$ cat config.mk
export PLATFORM = sky130hd
export DESIGN_NAME = ppm_frame_generator_unit
export DESIGN_NICKNAME = d
export VERILOG_FILES = /design/src/rtl/core/ppm_fg_pkg.sv /design/src/rtl/core/ppm_frame_generator_unit.sv
export SDC_FILE = /design/constraint.sdc
export NUM_CORES = 1
export LEC_CHECK = 0
export BUFFER_PORTS_ARGS = -buffer_cell sky130_fd_sc_hd__buf_2
export CORE_MARGIN = 4
export CORE_UTILIZATION = 45
export DETAILED_ROUTE_END_ITERATION = 16
export GPL_TIMING_DRIVEN = 0
export PLACE_DENSITY_LB_ADDON = 0.12
export RECOVER_POWER = 50
export SYNTH_ARGS = -nofsm -noshare
export SYNTH_HDL_FRONTEND = slang
export SYNTH_SLANG_ARGS = --single-unit
$ cat constraint.sdc
create_clock -name clk -period 7.8 [get_ports clk]
set_clock_uncertainty 0.2 [all_clocks]
set_input_delay 1.95 -clock clk [delete_from_list [all_inputs] [get_ports clk]]
set_output_delay 1.95 -clock clk [all_outputs]
set_load 0.005 [all_outputs]
$ cat src/rtl/core/ppm_fg_pkg.sv
package ppm_fg_pkg;

  // Number of servo channels in one frame.
  localparam int unsigned NUM_CHANNELS = 8;
  localparam int unsigned CH_IDX_W     = (NUM_CHANNELS > 1) ? $clog2(NUM_CHANNELS) : 1;

  // Field widths.
  localparam int unsigned US_W    = 16;
  localparam int unsigned SUM_W   = 19;
  localparam int unsigned PTR_W   = 4;
  localparam int unsigned DIV_W   = 8;
  localparam int unsigned CFG_IDX_W = 3;

  localparam logic [SUM_W-1:0] SUM_MAX = {SUM_W{1'b1}};

  // Configuration reset values.
  localparam logic [US_W-1:0]  FRAME_PERIOD_RST = 16'd22500;
  localparam logic [US_W-1:0]  SYNC_PULSE_RST   = 16'd400;
  localparam logic [US_W-1:0]  MIN_PULSE_RST    = 16'd1000;
  localparam logic [US_W-1:0]  MAX_PULSE_RST    = 16'd2000;
  localparam logic [US_W-1:0]  IDLE_PULSE_RST   = 16'd1000;
  localparam logic [DIV_W-1:0] SUP_DIVIDE_RST   = 8'd50;

  // Request codes.
  typedef enum logic [1:0] {
    REQ_SET_CHANNEL = 2'd0,
    REQ_PERIOD_END  = 2'd1,
    REQ_SUP_TICK    = 2'd2
  } req_type_t;

  // Configuration register indexes.
  localparam logic [CFG_IDX_W-1:0] CFG_FRAME_PERIOD = 3'd0;
  localparam logic [CFG_IDX_W-1:0] CFG_SYNC_PULSE   = 3'd1;
  localparam logic [CFG_IDX_W-1:0] CFG_MIN_PULSE    = 3'd2;
  localparam logic [CFG_IDX_W-1:0] CFG_MAX_PULSE    = 3'd3;
  localparam logic [CFG_IDX_W-1:0] CFG_IDLE_PULSE   = 3'd4;
  localparam logic [CFG_IDX_W-1:0] CFG_SUP_DIVIDE   = 3'd5;

endpackage

$ cat src/rtl/core/ppm_frame_generator_unit.sv
// PPM frame generator. Each input item is one event: a channel set, a
// timer period end, or a supervisor tick. Every accepted item produces
// exactly one result item in the next cycle, carrying an optional new timer
// period (load_valid, pulse_width_us), the stream enable, the marker compare
// value and the tracking status. A set clamps the position into the min/max
// range (lower bound first) and stores it; sets to channels at or above the
// channel count are dropped. Period ends walk the channels, then emit the
// sync gap (frame period minus the accumulated sum, floored at zero). If a
// supervisor window passes without a fresh set, tracking drops, and at the
// next frame boundary the stream stops and all channels go back to the idle
// value. The block takes one item per clock: all event logic sits between
// the input handshake and a single result register, and a new item is taken
// whenever the result register is empty or is being drained in that cycle.
// Configuration writes take effect on the next clock and must only be done
// while no result is pending.
module ppm_frame_generator_unit
  import ppm_fg_pkg::*;
(
  input  logic                 clk,
  input  logic                 rst_n,
  // Configuration write port
  input  logic                 cfg_we,
  input  logic [CFG_IDX_W-1:0] cfg_index,
  input  logic [US_W-1:0]      cfg_data,
  // Input item channel
  input  logic                 in_valid,
  output logic                 in_ready,
  input  logic [1:0]           in_req_type,
  input  logic [3:0]           in_channel_index,
  input  logic [US_W-1:0]      in_position_us,
  // Result item channel
  output logic                 out_valid,
  input  logic                 out_ready,
  output logic                 out_load_valid,
  output logic [US_W-1:0]      out_pulse_width_us,
  output logic                 out_output_enabled,
  output logic [US_W-1:0]      out_compare_us,
  output logic                 out_tracking_active
);

  // Configuration registers.
  logic [US_W-1:0]  frame_period_r;
  logic [US_W-1:0]  sync_pulse_r;
  logic [US_W-1:0]  min_pulse_r;
  logic [US_W-1:0]  max_pulse_r;
  logic [US_W-1:0]  idle_pulse_r;
  logic [DIV_W-1:0] sup_divide_r;

  // Frame state.
  logic [US_W-1:0]  chan_r [NUM_CHANNELS];
  logic [US_W-1:0]  chan_nxt [NUM_CHANNELS];
  logic [SUM_W-1:0] frame_sum_r, frame_sum_nxt;
  logic [PTR_W-1:0] chan_ptr_r, chan_ptr_nxt;
  logic [DIV_W-1:0] tick_div_r, tick_div_nxt;
  logic             fresh_r, fresh_nxt;
  logic             tracking_r, tracking_nxt;
  logic             enabled_r, enabled_nxt;

  // Result register.
  logic             out_valid_r;
  logic             load_r, load_nxt;
  logic [US_W-1:0]  width_r, width_nxt;
  logic             out_en_r;
  logic [US_W-1:0]  compare_r;
  logic             out_trk_r;

  logic             accept;
  logic [US_W-1:0]  pos_lo;
  logic [US_W-1:0]  pos_clamped;
  logic [SUM_W:0]   sum_ext;
  logic [DIV_W-1:0] tick_inc;

  // The result register frees up either when empty or when drained now.
  assign in_ready = !out_valid_r || out_ready;
  assign accept   = in_valid && in_ready;

  // Lower clamp first, then upper, so an inverted range yields the max.
  assign pos_lo      = (in_position_us < min_pulse_r) ? min_pulse_r : in_position_us;
  assign pos_clamped = (pos_lo > max_pulse_r) ? max_pulse_r : pos_lo;

  assign sum_ext  = {1'b0, frame_sum_r} + {{(SUM_W + 1 - US_W){1'b0}},
                                           chan_r[chan_ptr_r[CH_IDX_W-1:0]]};
  assign tick_inc = tick_div_r + 1'b1;

  always_comb begin
    chan_nxt      = chan_r;
    frame_sum_nxt = frame_sum_r;
    chan_ptr_nxt  = chan_ptr_r;
    tick_div_nxt  = tick_div_r;
    fresh_nxt     = fresh_r;
    tracking_nxt  = tracking_r;
    enabled_nxt   = enabled_r;
    load_nxt      = 1'b0;
    width_nxt     = '0;

    case (in_req_type)
      REQ_SET_CHANNEL: begin
        if (in_channel_index < PTR_W'(NUM_CHANNELS)) begin
          chan_nxt[in_channel_index[CH_IDX_W-1:0]] = pos_clamped;
          fresh_nxt = 1'b1;
          if (!tracking_r) begin
            tracking_nxt = 1'b1;
            enabled_nxt  = 1'b1;
          end
        end
      end
      REQ_PERIOD_END: begin
        if (enabled_r) begin
          if (chan_ptr_r == '0 && !tracking_r) begin
            // Frame boundary with tracking lost: stop and park channels.
            for (int i = 0; i < NUM_CHANNELS; i++) begin
              chan_nxt[i] = idle_pulse_r;
            end
            enabled_nxt = 1'b0;
          end else if (chan_ptr_r >= PTR_W'(NUM_CHANNELS)) begin
            // Sync gap closes the frame.
            if (frame_sum_r >= {{(SUM_W - US_W){1'b0}}, frame_period_r}) begin
              width_nxt = '0;
            end else begin
              width_nxt = frame_period_r - frame_sum_r[US_W-1:0];
            end
            chan_ptr_nxt  = '0;
            frame_sum_nxt = '0;
            load_nxt      = 1'b1;
          end else begin
            width_nxt     = chan_r[chan_ptr_r[CH_IDX_W-1:0]];
            chan_ptr_nxt  = chan_ptr_r + 1'b1;
            frame_sum_nxt = sum_ext[SUM_W] ? SUM_MAX : sum_ext[SUM_W-1:0];
            load_nxt      = 1'b1;
          end
        end
      end
      REQ_SUP_TICK: begin
        tick_div_nxt = tick_inc;
        if (tick_inc >= sup_divide_r) begin
          tick_div_nxt = '0;
          if (!fresh_r) begin
            tracking_nxt = 1'b0;
          end
          fresh_nxt = 1'b0;
        end
      end
      default: begin
      end
    endcase
  end

  // Configuration registers.
  always_ff @(posedge clk) begin
    if (!rst_n) begin
      frame_period_r <= FRAME_PERIOD_RST;
      sync_pulse_r   <= SYNC_PULSE_RST;
      min_pulse_r    <= MIN_PULSE_RST;
      max_pulse_r    <= MAX_PULSE_RST;
      idle_pulse_r   <= IDLE_PULSE_RST;
      sup_divide_r   <= SUP_DIVIDE_RST;
    end else if (cfg_we) begin
      case (cfg_index)
        CFG_FRAME_PERIOD: frame_period_r <= cfg_data;
        CFG_SYNC_PULSE:   sync_pulse_r   <= cfg_data;
        CFG_MIN_PULSE:    min_pulse_r    <= cfg_data;
        CFG_MAX_PULSE:    max_pulse_r    <= cfg_data;
        CFG_IDLE_PULSE:   idle_pulse_r   <= cfg_data;
        CFG_SUP_DIVIDE:   sup_divide_r   <= cfg_data[DIV_W-1:0];
        default: begin
        end
      endcase
    end
  end

  // Event state, updated once per accepted item.
  always_ff @(posedge clk) begin
    if (!rst_n) begin
      for (int i = 0; i < NUM_CHANNELS; i++) begin
        chan_r[i] <= IDLE_PULSE_RST;
      end
      frame_sum_r <= '0;
      chan_ptr_r  <= '0;
      tick_div_r  <= '0;
      fresh_r     <= 1'b0;
      tracking_r  <= 1'b0;
      enabled_r   <= 1'b0;
    end else if (accept) begin
      chan_r      <= chan_nxt;
      frame_sum_r <= frame_sum_nxt;
      chan_ptr_r  <= chan_ptr_nxt;
      tick_div_r  <= tick_div_nxt;
      fresh_r     <= fresh_nxt;
      tracking_r  <= tracking_nxt;
      enabled_r   <= enabled_nxt;
    end
  end

  // Result register valid.
  always_ff @(posedge clk) begin
    if (!rst_n) begin
      out_valid_r <= 1'b0;
    end else if (in_ready) begin
      out_valid_r <= in_valid;
    end
  end

  // Result payload; status reflects the state after the item.
  always_ff @(posedge clk) begin
    if (accept) begin
      load_r    <= load_nxt;
      width_r   <= width_nxt;
      out_en_r  <= enabled_nxt;
      compare_r <= enabled_nxt ? sync_pulse_r : '0;
      out_trk_r <= tracking_nxt;
    end
  end

  assign out_valid           = out_valid_r;
  assign out_load_valid      = load_r;
  assign out_pulse_width_us  = width_r;
  assign out_output_enabled  = out_en_r;
  assign out_compare_us      = compare_r;
  assign out_tracking_active = out_trk_r;

endmodule

==> metrics.yaml, run 1 <==
status: "complete, no violations"
ys_seq_elements: 286
htreeDepth: 2
cts_inserted_buffers: 35
clock-sinks: 286
slew_violations: 0
start_util_pct: 45.9
yosys-top-cells-area: "dfxtp_1 (30%), ha_1 (6.6%), edfxtp_1 (6.2%)"
synth_top_family_by_area: "compound AO/OA/AOI/OAI gates"
yosysTopAreaCell: "dfxtp_1"
vias: 15800
routed_wl_mm: 58.3
drv_cap: 0
endpoint_kind: "register"
rsz0062_at_grt: "false"
relSlewSlack_pct: 4.26
std_cell_rows: 70
yosysWarnings: 0
fillers: 3513
hold_class: "reg -> reg"
synth_edf_count: 35
final_area_um2: 19000
seq_area_frac_synth_pct: 36.0
netlist.area_leader.share_pct: 29.8
vdd.ir_drop.worst_mv: 0.123
yosys.area_share.simple_pct: 17.0
syn_area_um2: 16900
portBuffers: 79
gp_congestion: 0.996
whs_ns: 0.258
synthXorXnorAreaFrac_pct: 1.35
tns_ns: 0
cts_root_buffer: "clkbuf_16"
grt_max_degree: 38
synth_mux_area_share_pct: 7.34
p_per_area_nw_per_um2: 190
gr-total-overflow: 0
regArea_um2: 6080
hpwl_mm: 43.2
synth_compound_area_share_pct: 25.8
dp.cells: 2515
core_um2: 36800
syn2layout_area_growth_pct: 12.9
worstMarginPinSlew_ns: 1.43
synth.net_count: 2105
die_h_um: 202
io_pins: 83
worstSetupPathType: "in -> reg"
fin_nets: 2221
drt_pass1_iterations: 5
syn_inst: 1968
grt_pass1_vias: 15400
final_util_pct: 51.8
cp_data_required_time_ns: 8.05
drc: 0
cp.arrival_ns: 7.88
viasPerCell: 6.13
grt_pass1_wl_mm: 89.4
preCtsSetupSlack_ns: -0.735
hold_viol_final: 0
synthArstFlopShare_pct: 0
drt_iter0_markers: 1483
antenna_found_initial: 1
period_needed_ns: 7.63
antenna_left: 0
wl_per_cell_um: 22.6
fin_crit_sh_pct: 97.8
place_area_um2: 17900
clock.fmax_ghz: 0.131
p_leak_nw: 6.88
total_power_mw: 3.63
dieArea_um2: 40700
ys.flop_type: "dfxtp_1"
multiInputGateArea_um2: 9860
finalWorstSetupSlack_ns: 0.174
yosys.area_share.adder_pct: 6.83
crit_path_max_fanout: 10
grt_use_total_pct: 27.8
stdcell_count: 2576
setup_violations: 0
dieWidth_um: 202
clkTransAtPathRegs_ns: 0.06
insertion_delay_ns: 0.53
clock_path_buffers: 3
synth_cell_types: 69
synth.avg_cell_area_um2: 8.58
crit_path_start_kind: "input pin"
ctsHoldBuffers: 0
drive_above_1_share_pct: 11.4
cts_tree: "done"
## critical path, stage by stage
cell	delay (ns)
buf_2	0.12
ha_1	0.32
a21oi_1	0.13
o21ai_0	0.12
a2111oi_1	0.56
o21ai_0	0.19
nor3b_1	0.19
a211o_1	0.28
buf_2	0.23
buf_6	0.24
mux2i_4	0.43
inv_1	0.09
ha_1	0.29
nor2b_1	0.14
o211ai_1	0.25
a21oi_1	0.12
o31a_1	0.32
a41oi_2	0.41
and3_1	0.55
clkbuf_1	0.56
o21ai_0	0.20
o22ai_1	0.17
## final timing paths
| path | from | endpoint | cells after the start | slack, ns |
|---|---|---|---|---|
| setup reg to reg | min_pulse_r[11] | chan_r[40] | 22 | 1.27 |
| hold / removal | sync_pulse_r[12] | sync_pulse_r[12] | 2 | 0.26 |
| setup / recovery | in_position_us[11] | chan_r[40] | 22 | 0.17 |
| hold reg to reg | sync_pulse_r[12] | sync_pulse_r[12] | 2 | 0.26 |
## what timing repair did
action                     CTS  global route
setup endpoints to repair   13           101
resized for setup            2            15
buffers inserted             0             0
## synth_stat cells (all sizes together) (2+ instances only)
master     n
o21a      10
o31a       4
nand4      6
nor3b      3
mux2      16
o21bai     4
a31oi      4
xor2      11
edfxtp    35
a41oi      3
fa         2
nand2b   107
mux4      32
dfxtp    251
o22ai    129
nor3      19
nor2b     14
o22a       2
a211oi    59
a21o      15
xnor2     15
or2        2
and2      35
inv       97
o211ai    28
or3        4
a2111oi    4
ha        89
nor4       3
o21ai    105
a211o      2
mux2i     19
a311oi    80
nand3     28
a21oi    130
a22o       4
o31ai      3
a21boi    62
nand3b     5
clkbuf    99
nand2    259
and3      14
nor2      98
buf       46
## kinds of logic after synthesis
group	Yosys count
buffers and inverters	242
muxes	67
adders and majority gates	91
xor gates and xnor gates	26
AOI/OAI and AO/OA	656
and+or+nand+nor	600
DFF	286
## sequential cells by signal, indices dropped and copies added, names as in the netlist, 16 cells and up
register and flops:
chan_r 128, frame_sum_r 19, frame_period_r 16, idle_pulse_r 16, max_pulse_r 16, min_pulse_r 16, out_compare_us 16, out_pulse_width_us 16
sync_pulse_r 16
## final cells by class
| type | count | area share [%] |
|---|---|---|
| clock buffer | 50 | 5.43 |
| multi-input combinational | 1440 | 51.8 |
| clock inverter | 10 | 0.749 |
| inverter | 97 | 1.91 |
| sequential | 286 | 31.9 |
| tap | 468 | 3.07 |
| timing repair buffer | 79 | 1.97 |
| antenna | 1 | 0.0131 |
| buffer | 145 | 3.17 |
## metal layers
metal	part of all wire (%)	track usage, %	vias up
met5	0	0	-
met2	46	45.6	705
met3	7.9	5.29	174
li1	-	-	7411
met1	42	35.8	7502
met4	4.5	12.4	0
## report_power, final
group / leakage (nW) / switching (mW) / internal [mW] / total, mW
Sequential: 2.39 / 0.0174 / 1.52 / 1.54
Combinational: 3.92 / 0.272 / 0.121 / 0.393
Clock: 0.578 / 0.671 / 1.02 / 1.69
## placed cells by master, fill, tap and decap left out, types with 13 or more instances in the layout
cell	count
a211oi_1	59
inv_1	97
nand2b_1	107
nand3_1	28
o21ai_0	102
a21o_1	15
clkbuf_1	115
and2_1	29
nand2_1	258
and3_1	14
edfxtp_1	35
xnor2_1	15
nor2_1	93
buf_2	92
nor3_1	14
o211ai_1	28
mux4_2	32
mux2_2	16
buf_1	13
dfxtp_1	251
ha_1	89
o22ai_1	129
nor2b_1	14
a21boi_0	62
a21oi_1	129
clkbuf_16	36
a311oi_1	80
Power figures use the tool's default switching activity.
==> run 2, diff against run 1 <==
==> constraint.sdc (replaced) <==
create_clock -name clk -period 6.9 [get_ports clk]
set_clock_uncertainty 0.2 [all_clocks]
set_input_delay 1.725 -clock clk [delete_from_list [all_inputs] [get_ports clk]]
set_output_delay 1.725 -clock clk [all_outputs]
set_load 0.005 [all_outputs]
==> run 2 against run 1 <==
Net effect: register-to-register slack lost 0.18 ns; power increased by 14%; via count rose by 0.25%; global-route usage up 0.060 points; count of clock-buffer cells in the layout is the same; die area is the same; sequential cell count is the same; hold slack about the same; first-iteration DRC count rose by 1.7%; largest power group unchanged; utilization up 0.63 points.
==> metrics.yaml, run 2 (synthesis gave the netlist of run 1 again) <==
hold_depth: 2
mostFrequentLayoutCells: "nand2_1 (258), dfxtp_1 (251), a21oi_1 (129), o22ai_1 (129), clkbuf_1 (111)"
drv_cap: 0
drive_above_1_share_pct: 12.5
setup_violations: 0
vias: 15800
clkTransAtPathRegs_ns: 0.06
endpoint_kind: "register"
vdd.ir_drop.worst_mv: 0.140
hold_viol_final: 0
routed_wl_mm: 58.4
worstMarginPinSlew_ns: 1.43
startpoint: "in_position_us[5]"
dp.cells: 2515
std_cell_rows: 70
p_per_area_nw_per_um2: 214
tns_ns: 0
clock_path_buffers: 3
drt_iter0_markers: 1508
worstSetupPathType: "in -> reg"
hpwl_mm: 43.2
layout_commonest_cell: "nand2_1"
min-delay-start: "sync_pulse_r[12]"
io_pins: 83
antenna_left: 0
antenna_cells: 0
crit_chain: "buf_2, ha_1, a21oi_1, nor2_1, a2111oi_2, o21ai_0, nor3b_1, a211o_1, buf_2, buf_6, mux2i_4, inv_1, ha_1, nor2b_1, o211ai_1, a21oi_1, o31a_1, a41oi_4, buf_4, and3_1, clkbuf_2, o21ai_0, o22ai_1"
cts_root_buffer: "clkbuf_16"
final_area_um2: 19300
fin_crit_sh_pct: 96.9
place_area_um2: 17900
total_power_mw: 4.13
slew_violations: 0
syn2layout_area_growth_pct: 14.2
core_um2: 36800
cts_tree: "done"
start_util_pct: 45.9
r2r_start: "chan_ptr_r[1]"
preCtsSetupSlack_ns: -1.41
dieWidth_um: 202
grt_use_total_pct: 27.9
max_stage_delay_ns: 0.41
die_h_um: 202
grt_max_degree: 38
hold_class: "reg -> reg"
viasPerCell: 6.12
cp.arrival_ns: 6.94
crit_path_max_fanout: 10
cts_inserted_buffers: 35
relSlewSlack_pct: 4.47
gr-total-overflow: 0
p_leak_nw: 6.99
antenna_found_initial: 0
top_regs: "chan_r: 128 flops, frame_sum_r: 19 flops"
rsz0062_at_grt: "false"
clock-sinks: 286
wl_per_cell_um: 22.6
gp_congestion: 0.996
reg2regPathDepth: 15
grt_pass1_vias: 15400
drt_pass1_iterations: 6
dieArea_um2: 40700
fillers: 3478
status: "complete, no violations"
finalWorstSetupSlack_ns: 0.212
cp_data_required_time_ns: 7.15
period_needed_ns: 6.69
stdcell_count: 2588
crit_path_start_kind: "input pin"
slowest_stage: "and3_1"
regMostFlops: "chan_r"
insertion_delay_ns: 0.53
fin_nets: 2234
htreeDepth: 2
clock.fmax_ghz: 0.150
drc: 0
largest_register_ffs: 128
grt_pass1_wl_mm: 89.5
portBuffers: 79
ctsHoldBuffers: 0
-- run 2: worst max-delay path, delay by kind of cell --
kind	cells	cell delay (ns)
buf+inv	6	1.29
fa+ha+maj	2	0.58
simple gates	4	0.80
compound gates	10	2.32
mux	1	0.20
-- run 2: worst paths after layout --
check	slack, ns	endpoint
hold reg to reg	0.26	sync_pulse_r[12]
hold / removal	0.26	sync_pulse_r[12]
setup / recovery	0.21	chan_r[21]
setup reg to reg	1.09	frame_sum_r[5]
-- run 2: area by class of cell --
class | instances | area (µm²) | area share [%]
multi-input combinational | 1440 | 9980 | 51.7
sequential | 286 | 6080 | 31.5
clock buffer | 50 | 1030 | 5.36
buffer | 145 | 616 | 3.19
tap | 468 | 586 | 3.04
timing repair buffer | 92 | 485 | 2.52
inverter | 97 | 364 | 1.89
clock inverter | 10 | 143 | 0.740
-- run 2: timing repair --
action	4_1_cts	5_1_grt
buffers inserted	12	1
setup endpoints to repair	123	104
gates resized for setup	20	18
pin swaps	1	0
-- run 2: through the flow --
stage	hold slack (ns)	utilization (%)
final	0.257	52.4
after global routing	0.280	52.4
after CTS	0.261	52.2
after detailed placement	0.253	48.6
after global placement	0.248	48.6
after floorplan	0.232	-
-- run 2: power by group --
group          internal, mW  leakage, nW  switching, mW
combinational         0.155         4.02          0.316
clock                  1.15        0.578          0.758
sequential             1.72         2.39         0.0200
total                  3.03         6.99           1.09
-- run 2: layer usage --
metal	routed length, µm	global-route usage [%]
met1	24000	36.0
met2	26800	45.7
met3	4750	5.06
met4	2810	12.5
met5	0	0
==> run 3, diff against run 2 <==
--- a/config.mk
+++ b/config.mk
@@ -7,7 +7,7 @@
 export LEC_CHECK = 0
 export BUFFER_PORTS_ARGS = -buffer_cell sky130_fd_sc_hd__buf_2
 export CORE_MARGIN = 4
-export CORE_UTILIZATION = 45
+export CORE_UTILIZATION = 35
 export DETAILED_ROUTE_END_ITERATION = 16
 export GPL_TIMING_DRIVEN = 0
 export PLACE_DENSITY_LB_ADDON = 0.12
==> run 3 against run 2 <==
Net effect: the flow now finishes with violations (capacitance limit, slew limit); routed wire length grew 7.4%; utilization down 12 points; cell count rose by 5.9%.
==> metrics.yaml, run 3 (synthesis gave the netlist of run 1 again) <==
io_pins: 83
grt_max_degree: 38
routed_wl_mm: 62.7
portBuffers: 79
finalWorstSetupSlack_ns: 0.218
clock_path_buffers: 3
crit_path_max_fanout: 10
grt_pass1_vias: 15000
p_per_area_nw_per_um2: 218
cp.arrival_ns: 6.91
whs_ns: 0.262
insertion_delay_ns: 0.57
clkTransAtPathRegs_ns: 0.06
dieArea_um2: 51800
crit_chain: "buf_2, ha_1, a21oi_1, o21ai_0, a2111oi_2, o21ai_0, nor3b_1, a211o_1, buf_2, buf_6, mux2i_4, inv_1, ha_1, nor2b_1, o211ai_1, a21oi_1, o31a_1, a41oi_4, clkbuf_4, nor3_4, buf_4, clkbuf_2, a311oi_1, o22ai_1"
cp_data_required_time_ns: 7.13
max_stage_delay_ns: 0.41
vias: 15600
fin_nets: 2236
regMostFlops: "chan_r"
htreeDepth: 2
start_util_pct: 35.4
slew_violations: 38
rsz0062_at_grt: "false"
antenna_found_initial: 1
status: "finished, violations left"
hpwl_mm: 46.7
crit_path_start_kind: "input pin"
hold_viol_final: 0
dieWidth_um: 228
drv_cap: 1
clock.fmax_ghz: 0.150
cp_num_buf_inv: 7
worstSetupPathType: "in -> reg"
tns_ns: 0
drc: 0
drt_iter0_markers: 1197
wl_per_cell_um: 22.9
grt_pass1_wl_mm: 94.1
hold_class: "reg -> reg"
gp_congestion: 0.928
violations: "capacitance limit, slew limit"
antenna_cells: 0
mostFrequentLayoutCells: "nand2_1 (258), dfxtp_1 (251), a21oi_1 (129), o22ai_1 (129), clkbuf_1 (121)"
cts_root_buffer: "clkbuf_16"
preCtsSetupSlack_ns: -1.39
drive_above_1_share_pct: 11.9
top_regs: "chan_r: 128 flops, frame_sum_r: 19 flops"
fin_crit_sh_pct: 96.8
gr-total-overflow: 0
die_h_um: 228
fillers: 4876
total_power_mw: 4.25
viasPerCell: 5.69
path_delay_family: "compound AO/OA/AOI/OAI gates"
p_leak_nw: 6.99
vdd.ir_drop.worst_mv: 0.168
syn2layout_area_growth_pct: 15.5
worstMarginPinSlew_ns: 1.51
grt_use_total_pct: 23.9
largest_register_ffs: 128
endpoint_kind: "register"
layout_commonest_cell: "nand2_1"
std_cell_rows: 80
cts_tree: "done"
cts_inserted_buffers: 37
antenna_left: 0
core_um2: 47700
setup_violations: 0
slowest_stage: "a311oi_1"
clock-sinks: 286
drt_pass1_iterations: 5
relSlewSlack_pct: -0.529
period_needed_ns: 6.68
## run 3: cell count changes in the layout (fill, tap and decap cells not counted), moves of 2 or more
cell / previous run / this run
a311oi_2: 4 / 0
clkbuf_8: 8 / 3
and3_2: 2 / 0
buf_2: 91 / 82
clkbuf_16: 36 / 39
a311oi_1: 76 / 80
clkinv_2: 4 / 6
clkbuf_1: 111 / 121
and3_1: 12 / 14
clkinv_1: 0 / 2
## run 3: path summary, 6_finish.rpt
| check | from | end | slack (ns) | cells past startpoint |
|---|---|---|---|---|
| max | in_position_us[11] | chan_r[49] | 0.22 | 24 |
| min | idle_pulse_r[1] | idle_pulse_r[1] | 0.26 | 2 |
| max reg2reg | chan_ptr_r[1] | frame_sum_r[6] | 0.79 | 15 |
| min reg2reg | idle_pulse_r[1] | idle_pulse_r[1] | 0.26 | 2 |
## run 3: metal layers
layer / global-route usage (%) / up-vias / wire length, µm
met1: 31.9 / 7479 / 27200
met5: 0 / - / 0
met3: 4.62 / 148 / 4230
met4: 9.94 / 0 / 2680
li1: - / 7435 / -
met2: 38.2 / 527 / 28600
## run 3: layout make-up
class	instances	area [µm²]	area share, %
multi-input cells	1440	9950	51.0
plain buffers	145	613	3.15
repair buffers	92	462	2.37
clock inverters	16	208	1.07
flip-flops and latches	286	6080	31.2
well taps	615	769	3.95
inverters	97	364	1.87
clock buffers	50	1050	5.37
## run 3: where the power goes
group	leakage [nW]	total (mW)	internal [mW]	switching, mW
clock network	0.618	2.03	1.22	0.809
registers	2.39	1.74	1.72	0.0203
logic	3.99	0.472	0.151	0.321
total	6.99	4.25	3.10	1.15
## run 3: worst reg2reg max path: stages, from the launching register on
cell and delay (ns):
dfxtp_1 0.34, clkbuf_1 0.56, clkbuf_1 0.83, clkbuf_1 0.77
mux4_2 0.43, mux2_2 0.38, ha_1 0.40, nand2_1 0.10
nor3_1 0.22, nand3_1 0.13, a41oi_1 0.43, a41o_1 0.33
and2_1 0.28, clkbuf_1 0.38, o21ai_0 0.18, nand2_1 0.09
## run 3: what timing repair did
action                     4_1_cts  5_1_grt
hold buffers                     0        0
resized for setup               19       13
setup endpoints to repair      123      112
buffers inserted                13        0
pin swaps                        1        0
## run 3: per-stage QoR
step	std cells	area, µm²	util [%]
after floorplan	1968	16900	-
after global placement	2662	18000	37.8
after detailed placement	2662	18000	37.8
after CTS	2741	19500	40.8
after global routing	2741	19500	40.8
final	2741	19500	40.8
